$ cat src/sv/pdr_pkg.sv
package pdr_pkg;

    // Default sizes
    localparam int DOMAIN_COUNT_DEF  = 16;
    localparam int BITMAP_WORDS_DEF  = 64;
    localparam int WORD_BITS_DEF     = 64;
    localparam int SPACE_ID_BITS_DEF = 16;

    // Operation codes carried on s_tuser
    localparam logic [2:0] FN_ADD     = 3'd0;
    localparam logic [2:0] FN_REMOVE  = 3'd1;
    localparam logic [2:0] FN_RECYCLE = 3'd2;
    localparam logic [2:0] FN_LOOKUP  = 3'd3;
    localparam logic [2:0] FN_SET     = 3'd4;

    typedef enum logic [3:0] {
        ST_CLEAR,
        ST_IDLE,
        ST_DIV,
        ST_MOD,
        ST_RD,
        ST_WR,
        ST_SET,
        ST_LOOKUP,
        ST_PICK,
        ST_EVICT,
        ST_SCAN,
        ST_FINISH
    } state_t;

    // Input word, last field in the lowest bits
    typedef struct packed {
        logic [1:0]  pad;
        logic [15:0] dirty_mask;
        logic [3:0]  active_dom;
        logic        space_present;
        logic [15:0] space_id;
        logic [11:0] section;
        logic [4:0]  domain;
    } in_word_t;

    // Result word, last field in the lowest bits
    typedef struct packed {
        logic [2:0]  pad;
        logic        owner_found;
        logic [15:0] owner_space;
        logic [63:0] section_mask;
        logic [5:0]  word_index;
        logic        flush_needed;
        logic        evicted_valid;
        logic [15:0] evicted_space;
        logic [3:0]  target_domain;
    } out_word_t;

    // Owner table write control
    typedef struct packed {
        logic       en;
        logic [3:0] idx;
        logic       valid;
    } owner_wr_t;

endpackage

$ cat src/sv/pdr_owner_table.sv
module pdr_owner_table #(
    parameter int DOMAIN_COUNT  = pdr_pkg::DOMAIN_COUNT_DEF,
    parameter int SPACE_ID_BITS = pdr_pkg::SPACE_ID_BITS_DEF,
    parameter int DOM_BITS      = 4
) (
    input  logic                     clk,
    input  logic                     rst_n,
    input  logic                     cfg_we,
    input  logic [15:0]              cfg_data,
    input  pdr_pkg::owner_wr_t       wr,
    input  logic [SPACE_ID_BITS-1:0] wr_space,
    input  logic [DOM_BITS-1:0]      rd_idx,
    output logic [SPACE_ID_BITS-1:0] rd_space,
    output logic                     rd_valid
);

    logic [SPACE_ID_BITS-1:0] owner_reg [DOMAIN_COUNT];
    logic [DOMAIN_COUNT-1:0]  valid_reg;
    logic                     rd_ok;

    always_ff @(posedge clk or negedge rst_n)
    begin
        if (!rst_n)
        begin
            for (int i = 0; i < DOMAIN_COUNT; i++)
            begin
                owner_reg[i] <= '0;
            end
            valid_reg <= DOMAIN_COUNT'(1);
        end
        else
        begin
            if (cfg_we)
            begin
                owner_reg[0] <= SPACE_ID_BITS'(cfg_data);
            end
            if (wr.en)
            begin
                owner_reg[wr.idx[DOM_BITS-1:0]] <= wr_space;
                valid_reg[wr.idx[DOM_BITS-1:0]] <= wr.valid;
            end
        end
    end

    assign rd_ok    = {{(32-DOM_BITS){1'b0}}, rd_idx} < 32'(DOMAIN_COUNT);
    assign rd_space = rd_ok ? owner_reg[rd_idx] : '0;
    assign rd_valid = rd_ok & valid_reg[rd_idx];

endmodule

$ cat config.mk
export PLATFORM = sky130hd
export DESIGN_NAME = pdr_owner_table
export DESIGN_NICKNAME = d
export VERILOG_FILES = /design/src/sv/pdr_pkg.sv /design/src/sv/pdr_owner_table.sv
export SDC_FILE = /design/constraint.sdc
export NUM_CORES = 1
export LEC_CHECK = 0
export ABC_AREA = 0
export BUFFER_PORTS_ARGS = -buffer_cell sky130_fd_sc_hd__buf_2
export CAP_MARGIN = 15
export CORE_ASPECT_RATIO = 1.4
export CORE_UTILIZATION = 30
export DETAILED_ROUTE_END_ITERATION = 16
export PLACE_DENSITY_LB_ADDON = 0.08
export REMOVE_ABC_BUFFERS = 1
export SLEW_MARGIN = 20
export SYNTH_ARGS = -nofsm -noshare
export SYNTH_HDL_FRONTEND = slang
export SYNTH_SLANG_ARGS = --single-unit
$ cat constraint.sdc
create_clock -name clk -period 2.75 [get_ports clk]
set_clock_uncertainty 0.1 [all_clocks]
set_input_delay 0 -clock clk [delete_from_list [all_inputs] [get_ports clk]]
set_output_delay 0 -clock clk [all_outputs]
set_load 0.02 [all_outputs]
---- Word level (Yosys, flattened, before mapping) ----
Index checks and enable logic that the tools add are counted.
operators by class
  $lt $le $gt $ge ......................... 6
  bitwise gates (word level) .............. 2
  reductions and logical operators ........ 2
  multiplexer cells ....................... 13
operators by type and width
  operator              number
  $bwmux W256           1
  $mux W256             1
  $bmux W16 S4          1
  $demux W16 S4         1
  $mux W16              4
  $bwmux W16            1
  $ge A5 B5 Y1 const B  2
  $lt A4 B5 Y1 const B  2
  $not A4 Y5            2
  $lt A5 B1 Y1 const B  1
  $bmux W1 S4           1
  $demux W1 S4          1
  $ge A4 B1 Y1 const B  1
  $logic_and A1 B1 Y1   2
  $mux W1               2
word-level totals
  bits of input ports ..................... 45
  flip-flop bits (word level) ............. 272

---- Longest topological paths before layout ----
Gate-level depths: netlist (run 1).
  depth after elaboration ................. 7
  gate-level depth with buffers ........... 6

---- Worst setup path after synthesis (run 1) ----
Ideal clock, no wire load.
  kind .................................... in2out
  start point ............................. input port rd_idx[0]
  end point ............................... output port rd_space[0]
  path buffers ............................ 3
  slack ................................... 1.215 ns
  arrival ................................. 1.435 ns
  stages .................................. 6
  required time ........................... 2.650 ns
  cells stage by stage .................... buf_2 > buf_4 > buf_2 > mux4_2 > a22oi_1 > nand2_1
on the way
  longest elaborated chain between the ends .. 4
ends and longest elaborated chain
  element                                      RTL line               text
  from (decl)                                  pdr_owner_table.sv:12  input logic [DOM_BITS-1:0] rd_idx,
  $not A4 Y5 (not written as such)             pdr_owner_table.sv:46  assign rd_space = rd_ok ? owner_reg[rd_idx] : '0;
  $bmux W16 S4                                 pdr_owner_table.sv:46
  $mux W16 (not written as such) (2 in a row)  pdr_owner_table.sv:46
  to (decl)                                    pdr_owner_table.sv:13  output logic [SPACE_ID_BITS-1:0] rd_space,
No other way between the ends. The select of a mux whose other input is x is not followed.

---- Worst setup path after layout (run 1) ----
  start point ............................. register owner_reg[216] in the netlist's numbering
  end point ............................... output port rd_space[8]
on the way
  longest elaborated chain between the ends .. 3
ends and longest elaborated chain
  element                                      RTL line               text
  from (decl)                                  pdr_owner_table.sv:17  logic [SPACE_ID_BITS-1:0] owner_reg [DOMAIN_COUNT];
  from (signal, indexed assignment)            pdr_owner_table.sv:39  owner_reg[wr.idx[DOM_BITS-1:0]] <= wr_space;
  $bmux W16 S4                                 pdr_owner_table.sv:46
  $mux W16 (not written as such) (2 in a row)  pdr_owner_table.sv:46
No other way between the ends. The select of a mux whose other input is x is not followed.

==> flow_summary.yaml, run 1 <==
floorplanning:
  dieArea_sq_um: 42100
  chipHeight_um: 242
  pin_count: 62
  initial_utilization: 0.306
  rows: 87
  die_x_um: 174
  coreArea_sq_um: 40500
synth:
  yosysTopAreaCellShare: 0.548
  ys_types: 21
  ys_seq_area_frac: 0.550
  yosys_warnings: 0
  synthCells: 771
  synthTopCellsByArea: "dfrtp_1, mux2_2, mux4_2, a22oi_1, buf_2"
  synth_area_sq_um: 12400
  avgSynthCellArea_sq_um: 16.0
  yosysTopAreaCell: "dfrtp_1"
  synth-seq-cells: 272
final_layout:
  multi_input_area_sq_um: 5280
  regArea_sq_um: 6810
  finalNetCount: 926
  diodes: 0
  largest_reg_flops: 256
  layout-drive-gt1-share: 0.565
  nFillCells: 3893
  area_growth_pct: 20.5
sta:
  fmax_ghz: 0.473
  drv_slew: 0
  tns_ns: 0
  min_period_ns: 2.12
  fin_crit_sh: 0.769
  setup_viol: 0
  finalHoldViolations: 0
  rsz0062_at_grt: "false"
  tightest_slew_ns: 1.02
  hold-worst-slack_ns: 0.0588
  slew_headroom: 0.317
global_routing:
  antenna_found_initial: 0
  grt_max_degree: 86
  overflow: 0
  grt_usage: 0.169
  grt_pass1_vias: 8246
  grt_first_pass_wirelength_mm: 53.0
power:
  worst_ir_drop_vdd_mv: 0.437
  p_per_area_nw_per_um2: 766
  p_leak_uw: 0.00632
clock_network:
  cts_sinks: 272
  h-tree-depth: 1
  cts_max_path_buffers: 3
  clkSlewWorstSetupHoldPaths_ns: 0.06
  cts_root_buffer: "clkbuf_16"
  clock_latency_ns: 0.56
  cts_tree: "yes"
  cts_buffers: 30
drt:
  routedWlPerCell_um: 24.0
  drc: 0
  vias: 7186
  drt_iter0_markers: 336
  antenna_left: 0
  totalWireLength_mm: 34.4
  routed_via_density: 5.01
  drtPass1Iterations: 6
setup_path:
  cp-startpoint: "owner_reg[216]"
  cp-endpoint: "rd_space[8]"
  crit_path_max_fanout: 2
  cp_data_arrival_time_ns: 2.02
  critPathRequiredTime_ns: 2.65
  reg2reg_slack_ns: 1.08
  start_kind: "flip-flop"
  r2r-end: "owner_reg[240]"
  end_kind: "output port"
  rr_worst_depth: 3
  r2r_start: "owner_reg[240]"
  crit_type: "reg2out"
placed_design:
  dp_hpwl_mm: 20.9
  io_buffers: 61
  place.gp.congestion: 0.704
hold_path:
  hp-class: "in2reg"
  hold_depth: 4
job:
  drv_cap: 0
status:
  status: "finished, final reports clean"
-- power breakdown --
group	leakage [uW]	switching (uW)	internal [uW]
sequential	0.00332	453	4910
clock	0.000482	1610	2350
combinational	0.00251	806	1300
-- cell families (layout without fill, tap and decap cells) --
family | after synthesis | in the layout | share of synthesized area
compound gates | 34 | 34 | 0.0206
buf+inv | 64 | 194 | 0.0241
flops | 272 | 272 | 0.550
mux | 356 | 356 | 0.386
simple gates | 45 | 45 | 0.0193
-- worst max-delay path: stages, from the launching register on --
cell and delay, ns:
dfrtp_1 0.38, mux4_2 0.50, a22oi_1 0.33, nand2_1 0.10, buf_2 0.17
-- how the worst min path moves through the flow --
| stage | start | slack (ns) | endpoint |
|---|---|---|---|
| 6_report | wr[4] | 0.06 | owner_reg[32] |
| 5_1_grt | wr[4] | 0.06 | owner_reg[32] |
| 4_1_cts | wr[4] | 0.03 | owner_reg[32] |
| 3_5_place_dp | rst_n | -0.09 | owner_reg[74] |
| 3_3_place_gp | rst_n | -0.11 | owner_reg[74] |
| 2_1_floorplan | rst_n | -0.40 | owner_reg[0] |
-- synthesized netlist by cell type --
master,instances
nor2_2,9
nand2_1,19
nand3b_1,4
nand2b_1,2
nor3b_2,1
dfrtp_1,271
dfstp_2,1
buf_1,4
nor2b_1,2
and2_1,1
nor2_1,2
mux4_2,68
buf_6,3
nand3_1,1
buf_4,1
buf_2,25
mux2_2,288
clkbuf_1,31
and3_1,1
or3_1,3
a22oi_1,34
-- layer usage --
layer,track usage,vias to the layer above,part of all wire
met5,0,-,0
li1,-,3107,-
met2,0.301,132,0.53
met4,0.0495,0,0.023
met1,0.214,3894,0.41
met3,0.0210,53,0.037
-- metrics by stage --
stage          instances  utilization  cell area [sq um]  worst slack [ns]  power [uW]
4_1_cts             1435        0.368              14900             0.588       11600
5_1_grt             1435        0.368              14900             0.536       12000
3_3_place_gp        1331        0.331              13400             0.899        7340
3_5_place_dp        1331        0.331              13400             0.855        7490
6_report            1435        0.368              14900             0.635       11400
2_1_floorplan        707            -              12100              1.38        6720
-- layout by cell type, fill, tap and decap left out --
master,count
buf_12,9
clkinvlp_4,2
nand3b_1,4
nand2_1,19
mux4_2,68
nor2b_2,2
bufinv_16,1
clkinv_2,6
buf_2,58
nand3_1,1
nor2_2,10
buf_4,22
and2_1,1
clkbuf_8,8
mux2_2,288
dlygate4sd3_1,51
or3_1,3
clkbuf_1,4
clkbuf_16,31
dfstp_2,1
and3_1,1
buf_16,1
dfrtp_1,271
buf_8,1
nor3b_2,1
nor2_1,1
a22oi_1,34
nand2b_1,2
-- timing repair --
item                      in CTS  in global routing
resized for setup              0                  0
hold endpoints to repair     544                  0
hold buffers                  52                  0
buffers inserted               0                  0
-- cell type report --
class,count,share of cell area
sequential,272,0.456
clock buffer,43,0.0604
timing repair buffer,142,0.0797
tap,534,0.0448
multi-input combinational,435,0.354
clock inverter,9,0.00503
No activity file was read; power rests on OpenSTA's default activity.
==> inputs of run 2 (changes only) <==
clock period = 1.79 ns   (was 2.75 ns; I/O delays follow)
==> run 2 against run 1 <==
Largest power group unchanged. Worst hold slack worse by 0.010 ns. Flip-flop and latch count unchanged. First-iteration DRC count down 1.8%. The flow now finishes with violations (negative setup slack). Register-to-register slack worse by 0.96 ns. Die area unchanged. Critical endpoint is now rd_valid. Combinational power up 69%. Wire length up 0.69%. Highest routed layer unchanged.
==> flow_summary.yaml, run 2 (same netlist as run 1, synthesis figures left out) <==
global_routing:
  grt_first_pass_wirelength_mm: 53.2
  overflow: 0
  antenna_found_initial: 1
  grt_pass1_vias: 8294
  grt_max_degree: 77
  grt_usage: 0.170
sta:
  fmax_ghz: 0.500
  rsz0062_at_grt: "true"
  tightest_slew_ns: 0.448
  setup_viol: 17
  drv_slew: 0
  timing.final.ws_setup_ns: -0.209
  slew_headroom: 0.702
  min_period_ns: 2.00
  finalHoldViolations: 0
  fin_crit_sh: 1.12
  hold-worst-slack_ns: 0.0488
drt:
  vias: 7299
  routedWlPerCell_um: 23.6
  routed_via_density: 4.98
  drc: 0
  antenna_left: 0
  drtPass1Iterations: 4
  totalWireLength_mm: 34.6
  drt_iter0_markers: 330
placed_design:
  place.gp.congestion: 0.731
  dp_hpwl_mm: 21.2
  io_buffers: 61
power:
  total_power_uw: 17900
  p_per_area_nw_per_um2: 1160
  worst_ir_drop_vdd_mv: 0.628
  p_leak_uw: 0.00651
final_layout:
  final_cell_mix: "mux2_2, dfrtp_1, mux4_2"
  largest_reg_flops: 256
  area_growth_pct: 25.0
  layout-drive-gt1-share: 0.610
  nFillCells: 3824
  final_util: 0.382
  finalNetCount: 952
  layout_commonest_cell: "mux2_2"
clock_network:
  h-tree-depth: 1
  cts_sinks: 272
  clkSlewWorstSetupHoldPaths_ns: 0.07
  clock_latency_ns: 0.57
  cts_tree: "yes"
  cts_max_path_buffers: 3
  cts_buffers: 30
  cts_root_buffer: "clkbuf_16"
setup_path:
  critPathRequiredTime_ns: 1.69
  cpPeakStageDelay_ns: 0.47
  crit_chain: "mux4_2 -> a22oi_2 -> nand2_2 -> buf_6"
  crit_type: "reg2out"
  end_kind: "output port"
  cp_data_arrival_time_ns: 1.90
  crit_slowest_cell: "mux4_2"
  start_kind: "flip-flop"
  crit_path_max_fanout: 2
floorplanning:
  die_x_um: 174
  pin_count: 62
  initial_utilization: 0.306
  chipHeight_um: 242
  dieArea_sq_um: 42100
  rows: 87
  coreArea_sq_um: 40500
status:
  violations: "negative setup slack"
  status: "finished, violations left"
hold_path:
  hp-class: "in2reg"
job:
  drv_cap: 0
-- run 2: metrics by stage --
step                      cell area (sq um)  setup WS [ns]  setup TNS [ns]  instances
after floorplan                       12100          0.415               0        707
after global placement                13700          0.102               0       1355
after detailed placement              13700          0.129               0       1355
after CTS                             15400         -0.248           -3.32       1464
after global routing                  15500         -0.282           -3.88       1464
final                                 15500         -0.209           -2.58       1465
-- run 2: what timing repair did --
| action | CTS | global route |
|---|---|---|
| buffers inserted | 1 | 0 |
| pin swaps | 31 | 4 |
| gates resized for setup | 59 | 7 |
| endpoints found under the hold margin | 544 | 0 |
| hold buffers | 53 | 0 |
| gates cloned | 0 | 0 |
| setup endpoints to repair | 17 | 17 |
-- run 2: final timing paths --
kind,startpoint,end,slack (ns),cells after the start
hold reg to reg,owner_reg[14],owner_reg[14],0.40,1
max in group asynchronous,rst_n,valid_reg[0],0.65,4
setup reg to reg,owner_reg[242],owner_reg[242],0.12,3
min in group asynchronous,rst_n,owner_reg[250],0.46,4
hold / removal,wr[3],owner_reg[176],0.05,4
setup / recovery,valid_reg[10],rd_valid,-0.21,4
-- run 2: metal layers --
| layer | routed length [um] | share of wire | up-vias | GRT usage |
|---|---|---|---|---|
| li1 | - | - | 3171 | - |
| met1 | 14500 | 0.42 | 3964 | 0.213 |
| met2 | 18200 | 0.52 | 112 | 0.301 |
| met3 | 1050 | 0.030 | 52 | 0.0191 |
| met4 | 937 | 0.027 | 0 | 0.0601 |
| met5 | 0 | 0 | - | 0 |
-- run 2: where the power goes --
part / switching, uW / internal (uW)
logic: 1340 / 2200
clock network: 2510 / 3650
registers: 684 / 7540
-- run 2: cell type report --
class	instances	area [sq um]	share of cell area
timing repair buffer	168	1560	0.101
multi-input combinational	435	5430	0.351
sequential	272	6810	0.440
antenna	1	2.50	0.000162
clock inverter	6	33.8	0.00218
clock buffer	49	963	0.0623
tap	534	668	0.0432
-- run 2: critical path, delay by kind of cell (launching register included) --
kind | cells | cell delay, ns
simple gates | 1 | 0.12
compound gates | 1 | 0.21
mux | 1 | 0.47
flops | 1 | 0.37
buf+inv | 1 | 0.15
==> inputs of run 3 (changes only) <==
SKIP_LAST_GASP = 1   (was unset)
clock period = 1.9 ns   (was 1.79 ns; I/O delays follow)
==> run 3 against run 2 <==
The flow still finishes with violations (negative setup slack). Power fell by 5.4%. Utilization down 0.39 points. Sequential power decreased by 5.8%. Sequential share of layout area up 0.46 points. First-iteration DRC count is 5.8% lower. Non-clock buffer count unchanged. Count of clock-buffer cells in the layout shrank 5. Via count rose by 0.32%. Register-to-register slack better by 0.10 ns. Design area decreased by 1.0%. Global-route usage shrank 0.15 points.
==> flow_summary.yaml, run 3 (same netlist as run 1, synthesis figures left out) <==
drt:
  routed_via_density: 5.00
  routedWlPerCell_um: 23.4
  drtPass1Iterations: 4
  vias: 7322
  antenna_left: 0
  totalWireLength_mm: 34.2
  drt_iter0_markers: 311
  drc: 0
setup_path:
  end_kind: "output port"
  crit_chain: "mux4_2 -> a22oi_2 -> nand2_1 -> buf_6"
  cp-endpoint: "rd_space[0]"
  crit_type: "reg2out"
  rr_worst_depth: 3
  crit_buf_inv: 1
  crit_family: "multiplexers"
  cpPeakStageDelay_ns: 0.47
  r2r-end: "owner_reg[240]"
  crit_path_max_fanout: 2
  cp_data_arrival_time_ns: 1.92
  cp-startpoint: "owner_reg[112]"
  critPathRequiredTime_ns: 1.80
  start_kind: "flip-flop"
  critical_path_depth: 4
  crit_slowest_cell: "mux4_2"
  r2r_start: "owner_reg[240]"
  reg2reg_slack_ns: 0.22
sta:
  setup_viol: 17
  min_period_ns: 2.02
  slew_headroom: 0.689
  rsz0062_at_grt: "true"
  tns_ns: -0.970
  drv_slew: 0
  fin_crit_sh: 1.06
  timing.final.ws_setup_ns: -0.123
  finalHoldViolations: 0
  tightest_slew_ns: 0.467
  fmax_ghz: 0.494
clock_network:
  h-tree-depth: 1
  cts_sinks: 272
  cts_root_buffer: "clkbuf_16"
  cts_tree: "yes"
  clkSlewWorstSetupHoldPaths_ns: 0.06
  clock_latency_ns: 0.56
  cts_max_path_buffers: 3
  cts_buffers: 30
power:
  switchingPower_uw: 4180
  p_leak_uw: 0.00647
  total_power_uw: 17000
  power_frac_clock: 0.352
  power_frac_seq: 0.457
  p_per_area_nw_per_um2: 1110
  sw_frac_of_total: 0.246
  worst_ir_drop_vdd_mv: 0.639
  p_int_uw: 12800
  p_comb_frac: 0.191
floorplanning:
  coreArea_sq_um: 40500
  dieArea_sq_um: 42100
  chipHeight_um: 242
  pin_count: 62
  rows: 87
  initial_utilization: 0.306
  die_x_um: 174
hold_path:
  hold_depth: 5
  hold_start: "wr[1]"
  hp-class: "in2reg"
placed_design:
  place.gp.congestion: 0.683
  place_ws_ns: 0.179
  place_area_sq_um: 13600
  dp_hpwl_mm: 21.9
  io_buffers: 61
global_routing:
  overflow: 0
  grt_usage: 0.168
  grt_pass1_vias: 8398
  grt_first_pass_wirelength_mm: 53.0
  grt_max_degree: 65
  antenna_found_initial: 0
final_layout:
  finalNetCount: 952
  largest_reg_flops: 256
  area_growth_pct: 23.7
  layout-drive-gt1-share: 0.597
  diodes: 0
  final_cell_mix: "mux2_2, dfrtp_1, mux4_2"
  layout_commonest_cell: "mux2_2"
  nFillCells: 3823
  final_util: 0.378
  design_area_sq_um: 15300
status:
  status: "finished, violations left"
  violations: "negative setup slack"
job:
  drv_cap: 0
run 3: cell count changes in the layout (fill, tap and decap cells not counted), sizes merged:
| cell | previous run | this run |
|---|---|---|
| buf | 116 | 117 |
| bufinv | 0 | 4 |
| clkbuf | 49 | 44 |
| clkinv | 5 | 4 |
| clkinvlp | 0 | 2 |
| diode | 1 | 0 |
| dlygate4sd3 | 52 | 51 |
| inv | 1 | 0 |
run 3: layer usage:
metal | vias to the layer above | share of wire | GRT usage
met4 | 0 | 0.025 | 0.0457
met3 | 48 | 0.027 | 0.0176
li1 | 3168 | - | -
met2 | 113 | 0.53 | 0.307
met1 | 3993 | 0.42 | 0.210
met5 | - | 0 | 0
run 3: area by class of cell:
cell class	instances	area, sq um	area share
Sequential cell	272	6810	0.445
Multi-Input combinational cell	435	5380	0.352
Timing Repair Buffer	168	1430	0.0932
Clock buffer	44	865	0.0565
Tap cell	534	668	0.0437
Clock inverter	10	155	0.0101
run 3: per-stage QoR:
stage          hold WS, ns  cells
6_report            0.0603   1463
5_1_grt             0.0831   1463
4_1_cts             0.0502   1462
3_5_place_dp        -0.135   1354
3_3_place_gp        -0.141   1354
2_1_floorplan       -0.396    707
run 3: worst register-to-register path, delay by kind of cell, from the launching register on:
family | cells | cell delay, ns
multiplexers | 2 | 0.53
buffers and inverters | 1 | 0.55
flip-flops | 1 | 0.39
run 3: repair_timing:
item,CTS,global route
setup endpoints to repair,17,17
gates resized for setup,20,23
pin swaps,12,13
hold buffers,51,0
endpoints found under the hold margin,543,0
buffers inserted,3,1
run 3: how the worst min path moves through the flow:
stage	to	slack (ns)
4_1_cts	owner_reg[252]	0.05
3_3_place_gp	owner_reg[122]	-0.14
2_1_floorplan	owner_reg[0]	-0.40
6_report	owner_reg[252]	0.06
3_5_place_dp	owner_reg[106]	-0.13
5_1_grt	owner_reg[124]	0.08
run 3: power groups by stage:
stage               Clock, uW  Sequential (uW)  Combinational [uW]
CTS                      6200             7750                3210
global placement            0             7740                2900
floorplan                   0             7590                2130
global route             6440             7920                3500
detailed placement          0             7850                3000
finish                   5980             7750                3230
