`config.mk`:
```
export PLATFORM = sky130hd
export DESIGN_NAME = pdr_ctrl
export DESIGN_NICKNAME = d
export VERILOG_FILES = /design/src/sv/pdr_pkg.sv /design/src/sv/pdr_ctrl.sv
export SDC_FILE = /design/constraint.sdc
export NUM_CORES = 1
export LEC_CHECK = 0
export ABC_AREA = 0
export CAP_MARGIN = 10
export CORE_MARGIN = 5
export CORE_UTILIZATION = 46
export CTS_BUF_LIST = sky130_fd_sc_hd__clkbuf_16
export CTS_CLUSTER_DIAMETER = 30
export DETAILED_ROUTE_END_ITERATION = 6
export DONT_BUFFER_PORTS = 1
export PLACE_DENSITY = 0.72
export SYNTH_ARGS = -nofsm -noshare
export SYNTH_HDL_FRONTEND = slang
export SYNTH_SLANG_ARGS = --single-unit
```
`constraint.sdc`:
```
create_clock -name clk -period 7.96 [get_ports clk]
set_clock_uncertainty 0.2 [all_clocks]
set_input_delay 1.592 -clock clk [delete_from_list [all_inputs] [get_ports clk]]
set_output_delay 1.592 -clock clk [all_outputs]
set_load 0.03 [all_outputs]
```
`src/sv/pdr_pkg.sv`:
```
package pdr_pkg;

    // Default sizes
    localparam int DOMAIN_COUNT_DEF  = 16;
    localparam int BITMAP_WORDS_DEF  = 64;
    localparam int WORD_BITS_DEF     = 64;
    localparam int SPACE_ID_BITS_DEF = 16;

    // Operation codes carried on s_tuser
    localparam logic [2:0] FN_ADD     = 3'd0;
    localparam logic [2:0] FN_REMOVE  = 3'd1;
    localparam logic [2:0] FN_RECYCLE = 3'd2;
    localparam logic [2:0] FN_LOOKUP  = 3'd3;
    localparam logic [2:0] FN_SET     = 3'd4;

    typedef enum logic [3:0] {
        ST_CLEAR,
        ST_IDLE,
        ST_DIV,
        ST_MOD,
        ST_RD,
        ST_WR,
        ST_SET,
        ST_LOOKUP,
        ST_PICK,
        ST_EVICT,
        ST_SCAN,
        ST_FINISH
    } state_t;

    // Input word, last field in the lowest bits
    typedef struct packed {
        logic [1:0]  pad;
        logic [15:0] dirty_mask;
        logic [3:0]  active_dom;
        logic        space_present;
        logic [15:0] space_id;
        logic [11:0] section;
        logic [4:0]  domain;
    } in_word_t;

    // Result word, last field in the lowest bits
    typedef struct packed {
        logic [2:0]  pad;
        logic        owner_found;
        logic [15:0] owner_space;
        logic [63:0] section_mask;
        logic [5:0]  word_index;
        logic        flush_needed;
        logic        evicted_valid;
        logic [15:0] evicted_space;
        logic [3:0]  target_domain;
    } out_word_t;

    // Owner table write control
    typedef struct packed {
        logic       en;
        logic [3:0] idx;
        logic       valid;
    } owner_wr_t;

endpackage

```
`src/sv/pdr_ctrl.sv`:
```
module pdr_ctrl #(
    parameter int DOMAIN_COUNT  = pdr_pkg::DOMAIN_COUNT_DEF,
    parameter int BITMAP_WORDS  = pdr_pkg::BITMAP_WORDS_DEF,
    parameter int WORD_BITS     = pdr_pkg::WORD_BITS_DEF,
    parameter int SPACE_ID_BITS = pdr_pkg::SPACE_ID_BITS_DEF,
    parameter int DOM_BITS      = 4,
    parameter int WIDX_BITS     = 6,
    parameter int ADDR_BITS     = 10
) (
    input  logic                     clk,
    input  logic                     rst_n,
    // Item in
    input  logic                     in_valid,
    output logic                     in_ready,
    input  pdr_pkg::in_word_t        in_word,
    input  logic [2:0]               in_func,
    // Result out
    input  logic                     out_free,
    output logic                     push,
    output pdr_pkg::out_word_t       push_word,
    output logic                     push_last,
    // Bitmap memory
    output logic                     mem_rd_en,
    output logic [ADDR_BITS-1:0]     mem_rd_addr,
    input  logic [WORD_BITS-1:0]     mem_rd_data,
    output logic                     mem_wr_en,
    output logic [ADDR_BITS-1:0]     mem_wr_addr,
    output logic [WORD_BITS-1:0]     mem_wr_data,
    // Owner table
    output pdr_pkg::owner_wr_t       own_wr,
    output logic [SPACE_ID_BITS-1:0] own_wr_space,
    output logic [DOM_BITS-1:0]      own_rd_idx,
    input  logic [SPACE_ID_BITS-1:0] own_rd_space,
    input  logic                     own_rd_valid
);

    localparam int MEM_DEPTH   = DOMAIN_COUNT << WIDX_BITS;
    localparam int BIT_BITS    = $clog2(WORD_BITS);
    localparam int WISS_BITS   = WIDX_BITS + 1;
    localparam int QW          = 9;
    localparam int RECIP_SHIFT = 20;
    localparam int RECIP       = (1 << RECIP_SHIFT) / WORD_BITS;

    pdr_pkg::state_t state_reg, state_next;

    logic [2:0]               func_reg, func_next;
    logic [4:0]               dom_reg, dom_next;
    logic [11:0]              sec_reg, sec_next;
    logic [15:0]              space_reg, space_next;
    logic                     present_reg, present_next;
    logic [3:0]               cur_reg, cur_next;
    logic [15:0]              dirty_reg, dirty_next;
    logic [QW-1:0]            q_reg, q_next;
    logic [QW-1:0]            word_reg, word_next;
    logic [BIT_BITS-1:0]      bit_reg, bit_next;
    logic [DOM_BITS-1:0]      rr_reg, rr_next;
    logic [DOM_BITS-1:0]      t_reg, t_next;
    logic                     flush_reg, flush_next;
    logic [SPACE_ID_BITS-1:0] ev_reg, ev_next;
    logic                     evv_reg, evv_next;
    logic [WISS_BITS-1:0]     w_iss_reg, w_iss_next;
    logic                     chk_valid_reg, chk_valid_next;
    logic [WIDX_BITS-1:0]     w_chk_reg, w_chk_next;
    logic                     pend_valid_reg, pend_valid_next;
    logic [WIDX_BITS-1:0]     pend_word_reg, pend_word_next;
    logic [WORD_BITS-1:0]     pend_mask_reg, pend_mask_next;
    logic [ADDR_BITS-1:0]     clr_addr_reg, clr_addr_next;

    logic                     dom_ok;
    logic [29:0]              recip_prod;
    logic [12:0]              q_times_w;
    logic [12:0]              rem;
    logic                     clean_found;
    logic [DOM_BITS-1:0]      clean_idx;
    logic                     rr_hit;
    logic                     nz;
    logic                     stall;
    logic                     issue;

    function automatic logic [DOM_BITS-1:0] rr_adv(input logic [DOM_BITS-1:0] d);
        logic [DOM_BITS-1:0] n;
        n = (d == DOM_BITS'(DOMAIN_COUNT - 1)) ? DOM_BITS'(1) : d + DOM_BITS'(1);
        return n;
    endfunction

    assign dom_ok     = dom_reg < 5'(DOMAIN_COUNT);
    assign recip_prod = 30'(sec_reg) * 30'(RECIP);
    assign q_times_w  = 13'(q_reg) * 13'(WORD_BITS);
    assign rem        = {1'b0, sec_reg} - q_times_w;
    assign rr_hit     = 4'(rr_reg) == cur_reg;

    // Lowest clean domain above zero
    always_comb
    begin
        clean_found = 1'b0;
        clean_idx   = '0;
        for (int d = DOMAIN_COUNT - 1; d >= 1; d--)
        begin
            if (!dirty_reg[d])
            begin
                clean_found = 1'b1;
                clean_idx   = DOM_BITS'(d);
            end
        end
    end

    assign nz    = chk_valid_reg && (mem_rd_data != '0);
    assign stall = nz && pend_valid_reg && !out_free;
    assign issue = w_iss_reg < WISS_BITS'(BITMAP_WORDS);

    always_ff @(posedge clk or negedge rst_n)
    begin
        if (!rst_n)
        begin
            state_reg      <= pdr_pkg::ST_CLEAR;
            rr_reg         <= DOM_BITS'(1);
            chk_valid_reg  <= 1'b0;
            pend_valid_reg <= 1'b0;
            clr_addr_reg   <= '0;
        end
        else
        begin
            state_reg      <= state_next;
            rr_reg         <= rr_next;
            chk_valid_reg  <= chk_valid_next;
            pend_valid_reg <= pend_valid_next;
            clr_addr_reg   <= clr_addr_next;
        end
    end

    always_ff @(posedge clk)
    begin
        func_reg      <= func_next;
        dom_reg       <= dom_next;
        sec_reg       <= sec_next;
        space_reg     <= space_next;
        present_reg   <= present_next;
        cur_reg       <= cur_next;
        dirty_reg     <= dirty_next;
        q_reg         <= q_next;
        word_reg      <= word_next;
        bit_reg       <= bit_next;
        t_reg         <= t_next;
        flush_reg     <= flush_next;
        ev_reg        <= ev_next;
        evv_reg       <= evv_next;
        w_iss_reg     <= w_iss_next;
        w_chk_reg     <= w_chk_next;
        pend_word_reg <= pend_word_next;
        pend_mask_reg <= pend_mask_next;
    end

    always_comb
    begin
        state_next      = state_reg;
        func_next       = func_reg;
        dom_next        = dom_reg;
        sec_next        = sec_reg;
        space_next      = space_reg;
        present_next    = present_reg;
        cur_next        = cur_reg;
        dirty_next      = dirty_reg;
        q_next          = q_reg;
        word_next       = word_reg;
        bit_next        = bit_reg;
        rr_next         = rr_reg;
        t_next          = t_reg;
        flush_next      = flush_reg;
        ev_next         = ev_reg;
        evv_next        = evv_reg;
        w_iss_next      = w_iss_reg;
        chk_valid_next  = chk_valid_reg;
        w_chk_next      = w_chk_reg;
        pend_valid_next = pend_valid_reg;
        pend_word_next  = pend_word_reg;
        pend_mask_next  = pend_mask_reg;
        clr_addr_next   = clr_addr_reg;

        in_ready     = 1'b0;
        push         = 1'b0;
        push_word    = '0;
        push_last    = 1'b0;
        mem_rd_en    = 1'b0;
        mem_rd_addr  = {dom_reg[DOM_BITS-1:0], word_reg[WIDX_BITS-1:0]};
        mem_wr_en    = 1'b0;
        mem_wr_addr  = {dom_reg[DOM_BITS-1:0], word_reg[WIDX_BITS-1:0]};
        mem_wr_data  = '0;
        own_wr       = '0;
        own_wr_space = '0;
        own_rd_idx   = t_reg;

        push_word.target_domain = 4'(t_reg);
        push_word.evicted_space = 16'(ev_reg);
        push_word.evicted_valid = evv_reg;
        push_word.flush_needed  = flush_reg;

        unique case (state_reg)
            pdr_pkg::ST_CLEAR:
            begin
                // Zero the whole bitmap once after reset
                mem_wr_en     = 1'b1;
                mem_wr_addr   = clr_addr_reg;
                clr_addr_next = clr_addr_reg + ADDR_BITS'(1);
                if (clr_addr_reg == ADDR_BITS'(MEM_DEPTH - 1))
                begin
                    state_next = pdr_pkg::ST_IDLE;
                end
            end

            pdr_pkg::ST_IDLE:
            begin
                in_ready = 1'b1;
                if (in_valid)
                begin
                    func_next    = in_func;
                    dom_next     = in_word.domain;
                    sec_next     = in_word.section;
                    space_next   = in_word.space_id;
                    present_next = in_word.space_present;
                    cur_next     = in_word.active_dom;
                    dirty_next   = in_word.dirty_mask;
                    case (in_func) inside
                        pdr_pkg::FN_ADD, pdr_pkg::FN_REMOVE: state_next = pdr_pkg::ST_DIV;
                        pdr_pkg::FN_RECYCLE:                 state_next = pdr_pkg::ST_PICK;
                        pdr_pkg::FN_LOOKUP:                  state_next = pdr_pkg::ST_LOOKUP;
                        pdr_pkg::FN_SET:                     state_next = pdr_pkg::ST_SET;
                        default:                             state_next = pdr_pkg::ST_IDLE;
                    endcase
                end
            end

            pdr_pkg::ST_DIV:
            begin
                // Quotient estimate, at most one short
                q_next     = QW'(recip_prod >> RECIP_SHIFT);
                state_next = pdr_pkg::ST_MOD;
            end

            pdr_pkg::ST_MOD:
            begin
                if (rem >= 13'(WORD_BITS))
                begin
                    word_next = q_reg + QW'(1);
                    bit_next  = BIT_BITS'(rem - 13'(WORD_BITS));
                end
                else
                begin
                    word_next = q_reg;
                    bit_next  = BIT_BITS'(rem);
                end
                state_next = pdr_pkg::ST_RD;
            end

            pdr_pkg::ST_RD:
            begin
                if (dom_ok && (word_reg < QW'(BITMAP_WORDS)))
                begin
                    mem_rd_en  = 1'b1;
                    state_next = pdr_pkg::ST_WR;
                end
                else
                begin
                    state_next = pdr_pkg::ST_IDLE;
                end
            end

            pdr_pkg::ST_WR:
            begin
                mem_wr_en = 1'b1;
                if (func_reg == pdr_pkg::FN_ADD)
                begin
                    mem_wr_data = mem_rd_data | (WORD_BITS'(1) << bit_reg);
                end
                else
                begin
                    mem_wr_data = mem_rd_data & ~(WORD_BITS'(1) << bit_reg);
                end
                state_next = pdr_pkg::ST_IDLE;
            end

            pdr_pkg::ST_SET:
            begin
                own_wr.en    = dom_ok;
                own_wr.idx   = dom_reg[3:0];
                own_wr.valid = present_reg;
                own_wr_space = present_reg ? SPACE_ID_BITS'(space_reg) : '0;
                state_next   = pdr_pkg::ST_IDLE;
            end

            pdr_pkg::ST_LOOKUP:
            begin
                own_rd_idx = dom_reg[DOM_BITS-1:0];
                push_word  = '0;
                if (dom_ok && own_rd_valid)
                begin
                    push_word.owner_space = 16'(own_rd_space);
                    push_word.owner_found = 1'b1;
                end
                push_last = 1'b1;
                if (out_free)
                begin
                    push       = 1'b1;
                    state_next = pdr_pkg::ST_IDLE;
                end
            end

            pdr_pkg::ST_PICK:
            begin
                if (clean_found)
                begin
                    t_next = clean_idx;
                end
                else if (rr_hit)
                begin
                    t_next  = rr_adv(rr_reg);
                    rr_next = rr_adv(rr_adv(rr_reg));
                end
                else
                begin
                    t_next  = rr_reg;
                    rr_next = rr_adv(rr_reg);
                end
                flush_next = dirty_reg[4'(t_next)];
                state_next = pdr_pkg::ST_EVICT;
            end

            pdr_pkg::ST_EVICT:
            begin
                // Old owner read before the new one lands
                ev_next         = own_rd_space;
                evv_next        = own_rd_valid;
                own_wr.en       = 1'b1;
                own_wr.idx      = 4'(t_reg);
                own_wr.valid    = 1'b1;
                own_wr_space    = SPACE_ID_BITS'(space_reg);
                w_iss_next      = '0;
                chk_valid_next  = 1'b0;
                pend_valid_next = 1'b0;
                state_next      = pdr_pkg::ST_SCAN;
            end

            pdr_pkg::ST_SCAN:
            begin
                push_word.word_index   = 6'(pend_word_reg);
                push_word.section_mask = 64'(pend_mask_reg);
                if (!stall)
                begin
                    mem_rd_en      = issue;
                    mem_rd_addr    = {t_reg, w_iss_reg[WIDX_BITS-1:0]};
                    w_iss_next     = w_iss_reg + WISS_BITS'(issue);
                    chk_valid_next = issue;
                    w_chk_next     = w_iss_reg[WIDX_BITS-1:0];
                    if (chk_valid_reg)
                    begin
                        mem_wr_en   = 1'b1;
                        mem_wr_addr = {t_reg, w_chk_reg};
                    end
                    // Hold back each nonzero word until the next one shows it is not last
                    if (nz)
                    begin
                        push            = pend_valid_reg;
                        pend_valid_next = 1'b1;
                        pend_word_next  = w_chk_reg;
                        pend_mask_next  = mem_rd_data;
                    end
                    if (!issue && !chk_valid_reg)
                    begin
                        state_next = pdr_pkg::ST_FINISH;
                    end
                end
            end

            pdr_pkg::ST_FINISH:
            begin
                if (pend_valid_reg)
                begin
                    push_word.word_index   = 6'(pend_word_reg);
                    push_word.section_mask = 64'(pend_mask_reg);
                end
                push_last = 1'b1;
                if (out_free)
                begin
                    push            = 1'b1;
                    pend_valid_next = 1'b0;
                    state_next      = pdr_pkg::ST_IDLE;
                end
            end

            default:
            begin
                state_next = pdr_pkg::ST_IDLE;
            end
        endcase
    end

endmodule

```
# ---- Word level (Yosys, flattened, before mapping)
# Cells that the tools add are included.
dict set report op_classes {
  add_sub_neg 7
  order_cmp 5
  n_eq_ne 26
  shift 1
  n_mux 87
  n_bitwise 5
  reduce_logical 25
}
# cell n
set op_table {}
lappend op_table {{one-hot mux 70 bit (2 select lines)} 1}
lappend op_table {{two-way mux 64 bit} 2}
lappend op_table {{two-way mux 4 bit} 29}
lappend op_table {{two-way mux 70 bit} 1}
lappend op_table {{AND 64 bit} 1}
lappend op_table {{inverter 64 bit} 1}
lappend op_table {{bitwise OR 64 bit} 1}
lappend op_table {{nonzero test 64 bit} 1}
lappend op_table {{left shift 1 x 6 -> 64 bit, first input constant} 1}
lappend op_table {{two-way mux 10 bit} 4}
lappend op_table {{one-hot mux 4 bit (9 select lines)} 1}
lappend op_table {{two-way mux 17 bit} 2}
lappend op_table {{one-hot mux 16 bit (2 select lines)} 1}
lappend op_table {{two-way mux 1 bit} 29}
lappend op_table {{== test 4 bit, second input constant} 6}
lappend op_table {{two-way mux 22 bit} 1}
lappend op_table {{one-hot mux 10 bit (2 select lines)} 1}
lappend op_table {{== test 4 x 3 -> 1 bit, second input constant} 4}
lappend op_table {{two-way mux 16 bit} 1}
lappend op_table {{< comparator 7 bit, second input constant} 2}
lappend op_table {{one-hot mux 7 bit (2 select lines)} 1}
lappend op_table {{greater-or-equal comparator 13 x 7 -> 1 bit, second input constant} 1}
lappend op_table {{subtractor 12 x 12 -> 13 bit} 1}
lappend op_table {{two-way mux 6 bit} 2}
lappend op_table {{34 further kinds} 61}
dict set report totals {
  ff_bits 201
  wordCells 180
}

# ---- Depth between registers and ports, before layout
# Gate-level depths: netlist of run 1.
dict set report depth {
  word_depth 19
  depth_mapped 11
}

# ---- Worst setup path before layout of run 1
# No wires, ideal clock.
dict set report synth_path {
  path_type {input-to-reg}
  start {in mem_rd_data[39]}
  end {reg pend_mask_reg[0], enable pin}
  arrival_time_ps 5818
  t_required_ps 7261
  slack_ps 1444
  path_stages 6
  cell_sequence {nor4_1 > nand4_1 > o41ai_2 > o31ai_2 > clkbuf_1 > nor2_1}
}
dict set report synth_between {
  elab_chain_cells 6
}
# item line
set synth_rtl {}
lappend synth_rtl {{start: declaration} pdr_ctrl.sv:25} ;# input logic [WORD_BITS-1:0] mem_rd_data,
lappend synth_rtl {{nonzero test 64 bit (*)} pdr_ctrl.sv:107} ;# assign nz = chk_valid_reg && (mem_rd_data != '0);
lappend synth_rtl {{logical AND 1 bit (*)} pdr_ctrl.sv:107}
lappend synth_rtl {{logical AND 1 bit (2 in series)} pdr_ctrl.sv:108} ;# assign stall = nz && pend_valid_reg && !out_free;
lappend synth_rtl {{inverter 1 bit (no source line)} n/a}
lappend synth_rtl {{AND reduction 3 bit (no source line) (*)} n/a}
lappend synth_rtl {{end signal: assignment} pdr_ctrl.sv:150} ;# pend_mask_reg <= pend_mask_next;
lappend synth_rtl {{end: declaration} pdr_ctrl.sv:66} ;# logic [WORD_BITS-1:0] pend_mask_reg, pend_mask_next;
# Every way passes the cells marked *; elsewhere a longest branch is shown, timed or not.
# A chain may end at the register's enable or synchronous reset.

# ---- Worst setup path after layout of run 1
dict set report layout_path {
  start {in mem_rd_data[27]}
  end {out mem_wr_addr[6]}
}
dict set report layout_between {
  elab_chain_cells 6
}
# item line
set layout_rtl {}
lappend layout_rtl {{nonzero test 64 bit} pdr_ctrl.sv:107}
lappend layout_rtl {{logical AND 1 bit} pdr_ctrl.sv:107}
lappend layout_rtl {{logical AND 1 bit (2 in series)} pdr_ctrl.sv:108}
lappend layout_rtl {{two-way mux 10 bit} pdr_ctrl.sv:346} ;# if (!stall)
lappend layout_rtl {{one-hot mux 10 bit (2 select lines)} pdr_ctrl.sv:197} ;# unique case (state_reg)
lappend layout_rtl {{end: declaration} pdr_ctrl.sv:27} ;# output logic [ADDR_BITS-1:0] mem_wr_addr,
# No other way between the ends.

==> flow_metrics.py, run 1 <==
metrics = {
    "outcome": {
        "run_status": "finished clean",
    },
    "logic_synthesis": {
        "simple_logic_cell_fraction_of_the_synthesized_area_pct": 23.8,
        "synth_top_family_by_area": "simple AND/OR/NAND/NOR gates",
        "synth_edf_count": 181,
        "ys_warn_count": 0,
        "synth_xor_xnor_area_share_pct": 2.58,
        "synth-main-ff-cell": "edfxtp_1",
        "synth.lib_cells_used.distinct": 67,
        "post_synth_fa_ha_maj_area_fraction_pct": 1.63,
        "synth_area_mm2": 0.0104,
        "post_synth_mux_area_share_pct": 1.58,
        "share_of_the_synthesized_area_in_compound_gates_ao_oa_aoi_oai_pct": 10.3,
        "synth_async_sr_flop_share_pct": 9.95,
        "syn_avg_cell_area_um2": 10.5,
        "yosys_register_bits": 201,
        "synthesis.instances": 993,
        "yosysSeqAreaShare_pct": 56.9,
    },
    "power": {
        "power_per_cell_area_mw_per_mm2": 354,
        "leakage_power_nw": 4.36,
        "worst_ir_drop_vdd_mv": 0.247,
    },
    "clock_network": {
        "worst_skew_pair.late_latency_ns": 0.53,
        "tritoncts_clock_tree": "built",
        "cts.root.buffer_cell": "clkbuf_16",
        "postCtsResizedCells": 0,
        "clkSinkCount": 201,
        "cts.hold.buffers_added": 0,
        "path_clk_slew_ns": 0.05,
        "numCtsBuffers": 42,
        "total_setup_buffers_inserted_after_cts": 0,
        "h_tree_lvl_count": 2,
        "clock_tree.buffer_depth": 3,
    },
    "critical_path": {
        "timing.critical_path.fanout_max": 11,
        "worst_setup_path_end_kind": "output port",
        "startpoint_type": "input pin",
        "worst_setup_path_startpoint": "mem_rd_data[27]",
        "cp.required_ns": 6.17,
        "setup.reg_to_reg.worst_slack_ns": 4.41,
        "timing.reg2reg.worst_path_depth": 6,
        "worstReg2RegEnd": "pend_word_reg[1]",
        "cp.arrival_ns": 4.58,
        "timing_worst_setup_path_type": "input pin to output port",
        "worst_setup_path_endpoint": "mem_wr_addr[6]",
        "regToRegStartpoint": "state_reg[1]",
    },
    "grt": {
        "overflow": 0,
        "maximum_number_of_pins_on_one_net_before_global_route_repair": 65,
        "grt_use_total_pct": 23.3,
        "first_pass_grt_wire_length_mm": 46.7,
        "grt_pass1_vias": 7683,
        "grt_antenna_before_repair": 0,
    },
    "timing": {
        "rsz0062_at_grt": "false",
        "timing_worst_slew_pin_value_ns": 1.18,
        "finalSetupTns_ns": 0,
        "slew_violations": 0,
        "finalHoldViolations": 0,
        "fraction_of_the_cycle_the_final_worst_path_needs_pct": 80.1,
        "relSlewSlack_pct": 21.0,
        "fmax_mhz": 157,
        "layout_setup_ws_ns": 1.59,
        "min_period_ns": 6.37,
        "finalSetupViolCount": 0,
    },
    "floorplanning": {
        "core-area_mm2": 0.0225,
        "chipHeight_um": 161,
        "num_rows": 55,
        "initial_utilization_pct": 46.4,
        "die_outline_area_mm2": 0.0258,
        "io_pins": 371,
        "die_width_um": 161,
    },
    "route": {
        "routed_wl_mm": 31.2,
        "number_of_vias_per_cell_after_detailed_routing": 5.88,
        "routedWlPerCell_um": 23.7,
        "drt-initial-drc-count": 595,
        "drt_drc_violations_left": 0,
        "ant_nets": 0,
        "dr.pass1.iters": 6,
        "vias": 7749,
    },
    "final_layout": {
        "layout_cells_sized_above_1_pct": 12.8,
        "antenna_cells_inserted": 0,
        "post_layout_utilization_of_the_core_pct": 54.3,
        "finalNetCount": 1156,
        "fillers": 1886,
        "syn_to_final_growth_pct": 17.0,
        "seq_area_mm2": 0.00594,
        "postLayoutCellArea_mm2": 0.0122,
        "multi_input_comb_area_mm2": 0.00422,
        "largest_register_ff_count": 64,
        "fin_cells": 1318,
    },
    "place": {
        "pre_cts_slack_ns": 1.59,
        "gpl.final_weighted_congestion": 0.895,
        "dp_cells": 1239,
        "placed_area_mm2": 0.0107,
        "place.detailed.hpwl_mm": 23.1,
        "io_buffer_count": 0,
    },
    "hold_path": {
        "timing.hold.worst_path_depth": 0,
        "min-delay-path-class": "register to register",
    },
    "flow_run": {
        "max_cap_violations": 0,
    },
}
## layout by cell type, fill, tap and decap left out, types with 10 or more instances in the layout
master and n:
nor3_1 11, xnor2_1 13, nand2_1 148, nor2_1 49, ha_1 12, and2_1 110
a21oi_1 73, dfrtp_1 19, nand4_1 10, buf_4 17, mux2_2 12, o21ai_0 35
a22o_1 12, clkbuf_16 43, nor4_1 22, xor2_1 14, nand2b_1 16, nand3_1 56
edfxtp_1 181, nor2b_1 23, inv_1 26
## through the flow
stage / hold WS [ns] / power (W)
floorplan: 0.200 / 0.00230
global placement: 0.207 / 0.00252
detailed placement: 0.208 / 0.00254
CTS: 0.219 / 0.00435
global route: 0.221 / 0.00450
finish: 0.215 / 0.00432
## worst min path at each step
stage                from    endpoint
6_report       sec_reg[4]  bit_reg[4]
5_1_grt        sec_reg[4]  bit_reg[4]
4_1_cts        sec_reg[4]  bit_reg[4]
3_5_place_dp   sec_reg[4]  bit_reg[4]
3_3_place_gp   sec_reg[4]  bit_reg[4]
2_1_floorplan  sec_reg[0]  bit_reg[0]
## synthesized netlist by cell type (3+ instances only)
master	number	area share, %
a21o_1	9	0.65
buf_1	7	0.25
nor2b_1	23	1.4
mux2_2	12	1.3
buf_4	3	0.22
inv_1	24	0.86
edfxtp_1	181	52
or2_2	5	0.30
nand3_1	56	2.7
nand2_1	149	5.4
a41o_1	4	0.38
o21ai_0	35	1.7
dfrtp_1	19	4.6
xnor2_1	13	1.1
nand3b_1	4	0.29
o31ai_1	6	0.43
buf_2	3	0.14
nor2_1	50	1.8
nor3b_1	4	0.29
clkbuf_1	42	1.5
mux2i_1	3	0.29
xor2_1	14	1.2
nand4_1	10	0.60
a31oi_1	6	0.36
ha_1	12	1.4
and2_1	110	6.6
a22o_1	12	1.0
nand2b_1	16	0.96
nor3_1	13	0.62
and3_1	9	0.54
nor4_1	23	1.4
a21oi_1	74	3.5
## power by group
part           switching (W)  internal (W)
Sequential          0.000118       0.00132
Combinational       0.000842      0.000242
Clock               0.000620       0.00117
## layout make-up
class                   count  share of cell area (%)
repair buffers             17                    1.04
flip-flops and latches    201                    48.6
clock inverters            35                    3.31
multi-input cells         713                    34.6
well taps                 285                    2.92
inverters                  24                   0.738
clock buffers              43                    8.81
## kinds of logic after synthesis
| family | count (synthesis) |
|---|---|
| buffers and inverters | 81 |
| other | 1 |
| muxes | 15 |
| xor gates and xnor gates | 29 |
| and+or+nand+nor | 483 |
| adders and majority gates | 13 |
| DFF | 201 |
| AOI/OAI and AO/OA | 170 |
## routing by layer
layer	wire, µm	track usage (%)
met5	0	0
met4	1170	9.03
met3	3580	9.80
met2	15500	39.3
met1	11000	26.2
## worst max-delay path, stage by stage
cell	delay, ns
nor4_1	0.56
nand4_1	0.26
o41ai_2	0.73
o31ai_2	0.13
nor2_2	0.44
nor2_1	0.34
a221o_1	0.52
(Power assumes the default switching activity.)
==> run 2: changes to the inputs <==
--- a/config.mk
+++ b/config.mk
@@ -5,7 +5,7 @@
 export SDC_FILE = /design/constraint.sdc
 export NUM_CORES = 1
 export LEC_CHECK = 0
-export ABC_AREA = 0
+export ABC_AREA = 1
 export CAP_MARGIN = 10
 export CORE_MARGIN = 5
 export CORE_UTILIZATION = 46
@@ -13,7 +13,7 @@
 export CTS_CLUSTER_DIAMETER = 30
 export DETAILED_ROUTE_END_ITERATION = 6
 export DONT_BUFFER_PORTS = 1
-export PLACE_DENSITY = 0.72
+export PLACE_DENSITY = 0.74
 export SYNTH_ARGS = -nofsm -noshare
 export SYNTH_HDL_FRONTEND = slang
 export SYNTH_SLANG_ARGS = --single-unit
==> constraint.sdc (replaced) <==
create_clock -name clk -period 5.8 [get_ports clk]
set_clock_uncertainty 0.2 [all_clocks]
set_input_delay 1.16 -clock clk [delete_from_list [all_inputs] [get_ports clk]]
set_output_delay 1.16 -clock clk [all_outputs]
set_load 0.03 [all_outputs]
==> flow_metrics.py, run 2 <==
metrics = {
    "grt": {
        "grt_use_total_pct": 23.4,
        "first_pass_grt_wire_length_mm": 48.2,
        "maximum_number_of_pins_on_one_net_before_global_route_repair": 71,
        "grt_antenna_before_repair": 0,
        "grt_pass1_vias": 8333,
        "overflow": 0,
    },
    "power": {
        "leakage_power_nw": 5.35,
        "seq_power_share_pct": 32.5,
        "clock_network_power_share_pct": 42.5,
        "p_sw_w": 0.00208,
        "power_per_cell_area_mw_per_mm2": 453,
        "worst_ir_drop_vdd_mv": 0.291,
        "cellInternalPower_w": 0.00376,
        "power.switching_fraction_pct": 35.6,
        "power.combinational.fraction_pct": 25.0,
    },
    "logic_synthesis": {
        "yosys_register_bits": 201,
        "post_synth_most_frequent_cells": "inv_1 (225), nor2_1 (206), edfxtp_1 (181)",
        "synth_top_cell_by_area": "edfxtp_1",
        "yosysSeqAreaShare_pct": 55.3,
        "synth_top_area_share_pct": 50.6,
        "yosys.cell_count.top_type": "inv_1",
        "synth_async_sr_flop_share_pct": 9.95,
        "synth_edf_count": 181,
        "synthTopCellsByArea": "edfxtp_1 (51%), inv_1 (7.9%), nor2_1 (7.2%), dfrtp_1 (4.4%), nor3_1 (4.2%)",
        "synth.lib_cells_used.distinct": 47,
        "syn_avg_cell_area_um2": 8.89,
        "ys_warn_count": 0,
        "synth_area_mm2": 0.0107,
        "synthesis.instances": 1208,
        "synth-main-ff-cell": "edfxtp_1",
    },
    "route": {
        "routed_wl_mm": 32.9,
        "routedWlPerCell_um": 20.4,
        "vias": 8988,
        "ant_nets": 0,
        "number_of_vias_per_cell_after_detailed_routing": 5.58,
        "drt-initial-drc-count": 1033,
        "dr.pass1.iters": 6,
        "drt_drc_violations_left": 0,
    },
    "clock_network": {
        "total_setup_buffers_inserted_after_cts": 0,
        "cts.hold.buffers_added": 0,
        "worst_skew_pair.late_latency_ns": 0.53,
        "numCtsBuffers": 45,
        "cts.root.buffer_cell": "clkbuf_16",
        "path_clk_slew_ns": 0.05,
        "h_tree_lvl_count": 2,
        "clkSinkCount": 201,
        "tritoncts_clock_tree": "built",
        "clock_tree.buffer_depth": 3,
        "postCtsResizedCells": 0,
    },
    "timing": {
        "finalHoldViolations": 0,
        "smallest_hold_slack_ns": 0.119,
        "rsz0062_at_grt": "false",
        "finalSetupTns_ns": 0,
        "relSlewSlack_pct": 19.4,
        "finalSetupViolCount": 0,
        "slew_violations": 0,
        "fraction_of_the_cycle_the_final_worst_path_needs_pct": 85.9,
        "fmax_mhz": 201,
        "timing_worst_slew_pin_value_ns": 1.20,
        "min_period_ns": 4.98,
    },
    "floorplanning": {
        "die_width_um": 163,
        "initial_utilization_pct": 46.2,
        "die_outline_area_mm2": 0.0265,
        "chipHeight_um": 163,
        "num_rows": 56,
        "io_pins": 371,
        "core-area_mm2": 0.0233,
    },
    "critical_path": {
        "timing.critical_path.fanout_max": 15,
        "cp.required_ns": 4.44,
        "timing_worst_setup_path_type": "input pin to output port",
        "worst_setup_path_end_kind": "output port",
        "cp.arrival_ns": 3.62,
        "startpoint_type": "input pin",
    },
    "final_layout": {
        "layout_cells_sized_above_1_pct": 12.3,
        "syn_to_final_growth_pct": 19.8,
        "antenna_cells_inserted": 0,
        "layout.cells.most_common_list": "inv_1 (229), nor2_1 (204), edfxtp_1 (181), nand2_1 (108), nor3_1 (90)",
        "finalNetCount": 1414,
        "largest_register_ff_count": 64,
        "layout_commonest_cell": "inv_1",
    },
    "place": {
        "place.detailed.hpwl_mm": 24.4,
        "io_buffer_count": 0,
        "gpl.final_weighted_congestion": 0.915,
    },
    "flow_run": {
        "max_cap_violations": 0,
    },
    "outcome": {
        "run_status": "finished clean",
    },
    "hold_path": {
        "min-delay-path-class": "input pin to async pin",
    },
}
==> run 2: layout make-up <==
type                       count  area (µm²)
fill                        2005       10400
sequential                   201        5940
multi-input combinational    718        3720
clock buffer                  45        1130
inverter                     235         887
timing repair buffer          56         420
tap                          319         399
clock inverter                38         379
==> run 2: logic make-up (layout without fill, tap and decap cells) <==
family / count (synthesis) / count (layout) / synth area share [%]
AND/OR/NAND/NOR: 516 / 516 / 21.6
buffers and inverters: 291 / 374 / 10.4
flip-flops: 201 / 201 / 55.3
AO/OA/AOI/OAI: 166 / 166 / 9.46
XOR/XNOR: 20 / 20 / 1.63
adder cells (fa/ha/maj): 13 / 13 / 1.58
other: 1 / 3 / 0.0349
==> run 2: per-stage QoR <==
stage	setup slack [ns]	area [µm²]	power, W	util [%]	cells
CTS	0.794	12900	0.00585	55.3	1612
detailed placement	0.806	11400	0.00336	48.8	1529
finish	0.820	12900	0.00583	55.3	1612
global route	0.549	12900	0.00605	55.3	1612
floorplan	1.43	10700	0.00297	-	1210
global placement	0.902	11400	0.00332	48.8	1529
==> run 2: power groups by stage <==
stage                     clock [W]  sequential [W]  combinational (W)
after floorplan                   0         0.00189            0.00108
after global placement            0         0.00191            0.00141
after detailed placement          0         0.00192            0.00144
after CTS                   0.00251         0.00189            0.00145
after global routing        0.00259         0.00191            0.00156
final                       0.00248         0.00189            0.00146
==> run 2: worst max-delay path, stage by stage <==
cell,delay (ns)
nor4_1,0.58
nand4_1,0.17
nor2_1,0.23
a21oi_2,0.14
inv_2,0.07
nor2_1,0.05
nand2_2,0.07
nand2_1,0.30
clkinv_1,0.39
nand2_1,0.09
o21ai_0,0.13
buf_4,0.22
==> run 2: final timing paths <==
kind | end | cells after the start | slack (ns) | from
max | mem_rd_addr[1] | 12 | 0.82 | mem_rd_data[8]
min | rr_reg[1] | 0 | 0.12 | rst_n
max reg2reg | pend_mask_reg[16] | 9 | 2.52 | state_reg[3]
min reg2reg | bit_reg[5] | 0 | 0.21 | sec_reg[5]
max in group asynchronous | rr_reg[0] | 0 | 5.11 | rst_n
min in group clk | bit_reg[5] | 0 | 0.21 | sec_reg[5]
==> run 2: metal layers <==
| layer | share of wire (%) | GRT usage, % | vias up | wire, µm |
|---|---|---|---|---|
| li1 | - | - | 4179 | - |
| met1 | 37 | 29.5 | 4251 | 12200 |
| met2 | 50 | 39.2 | 485 | 16300 |
| met3 | 10 | 5.92 | 73 | 3360 |
| met4 | 3.3 | 8.27 | 0 | 1090 |
| met5 | 0 | 0 | - | 0 |
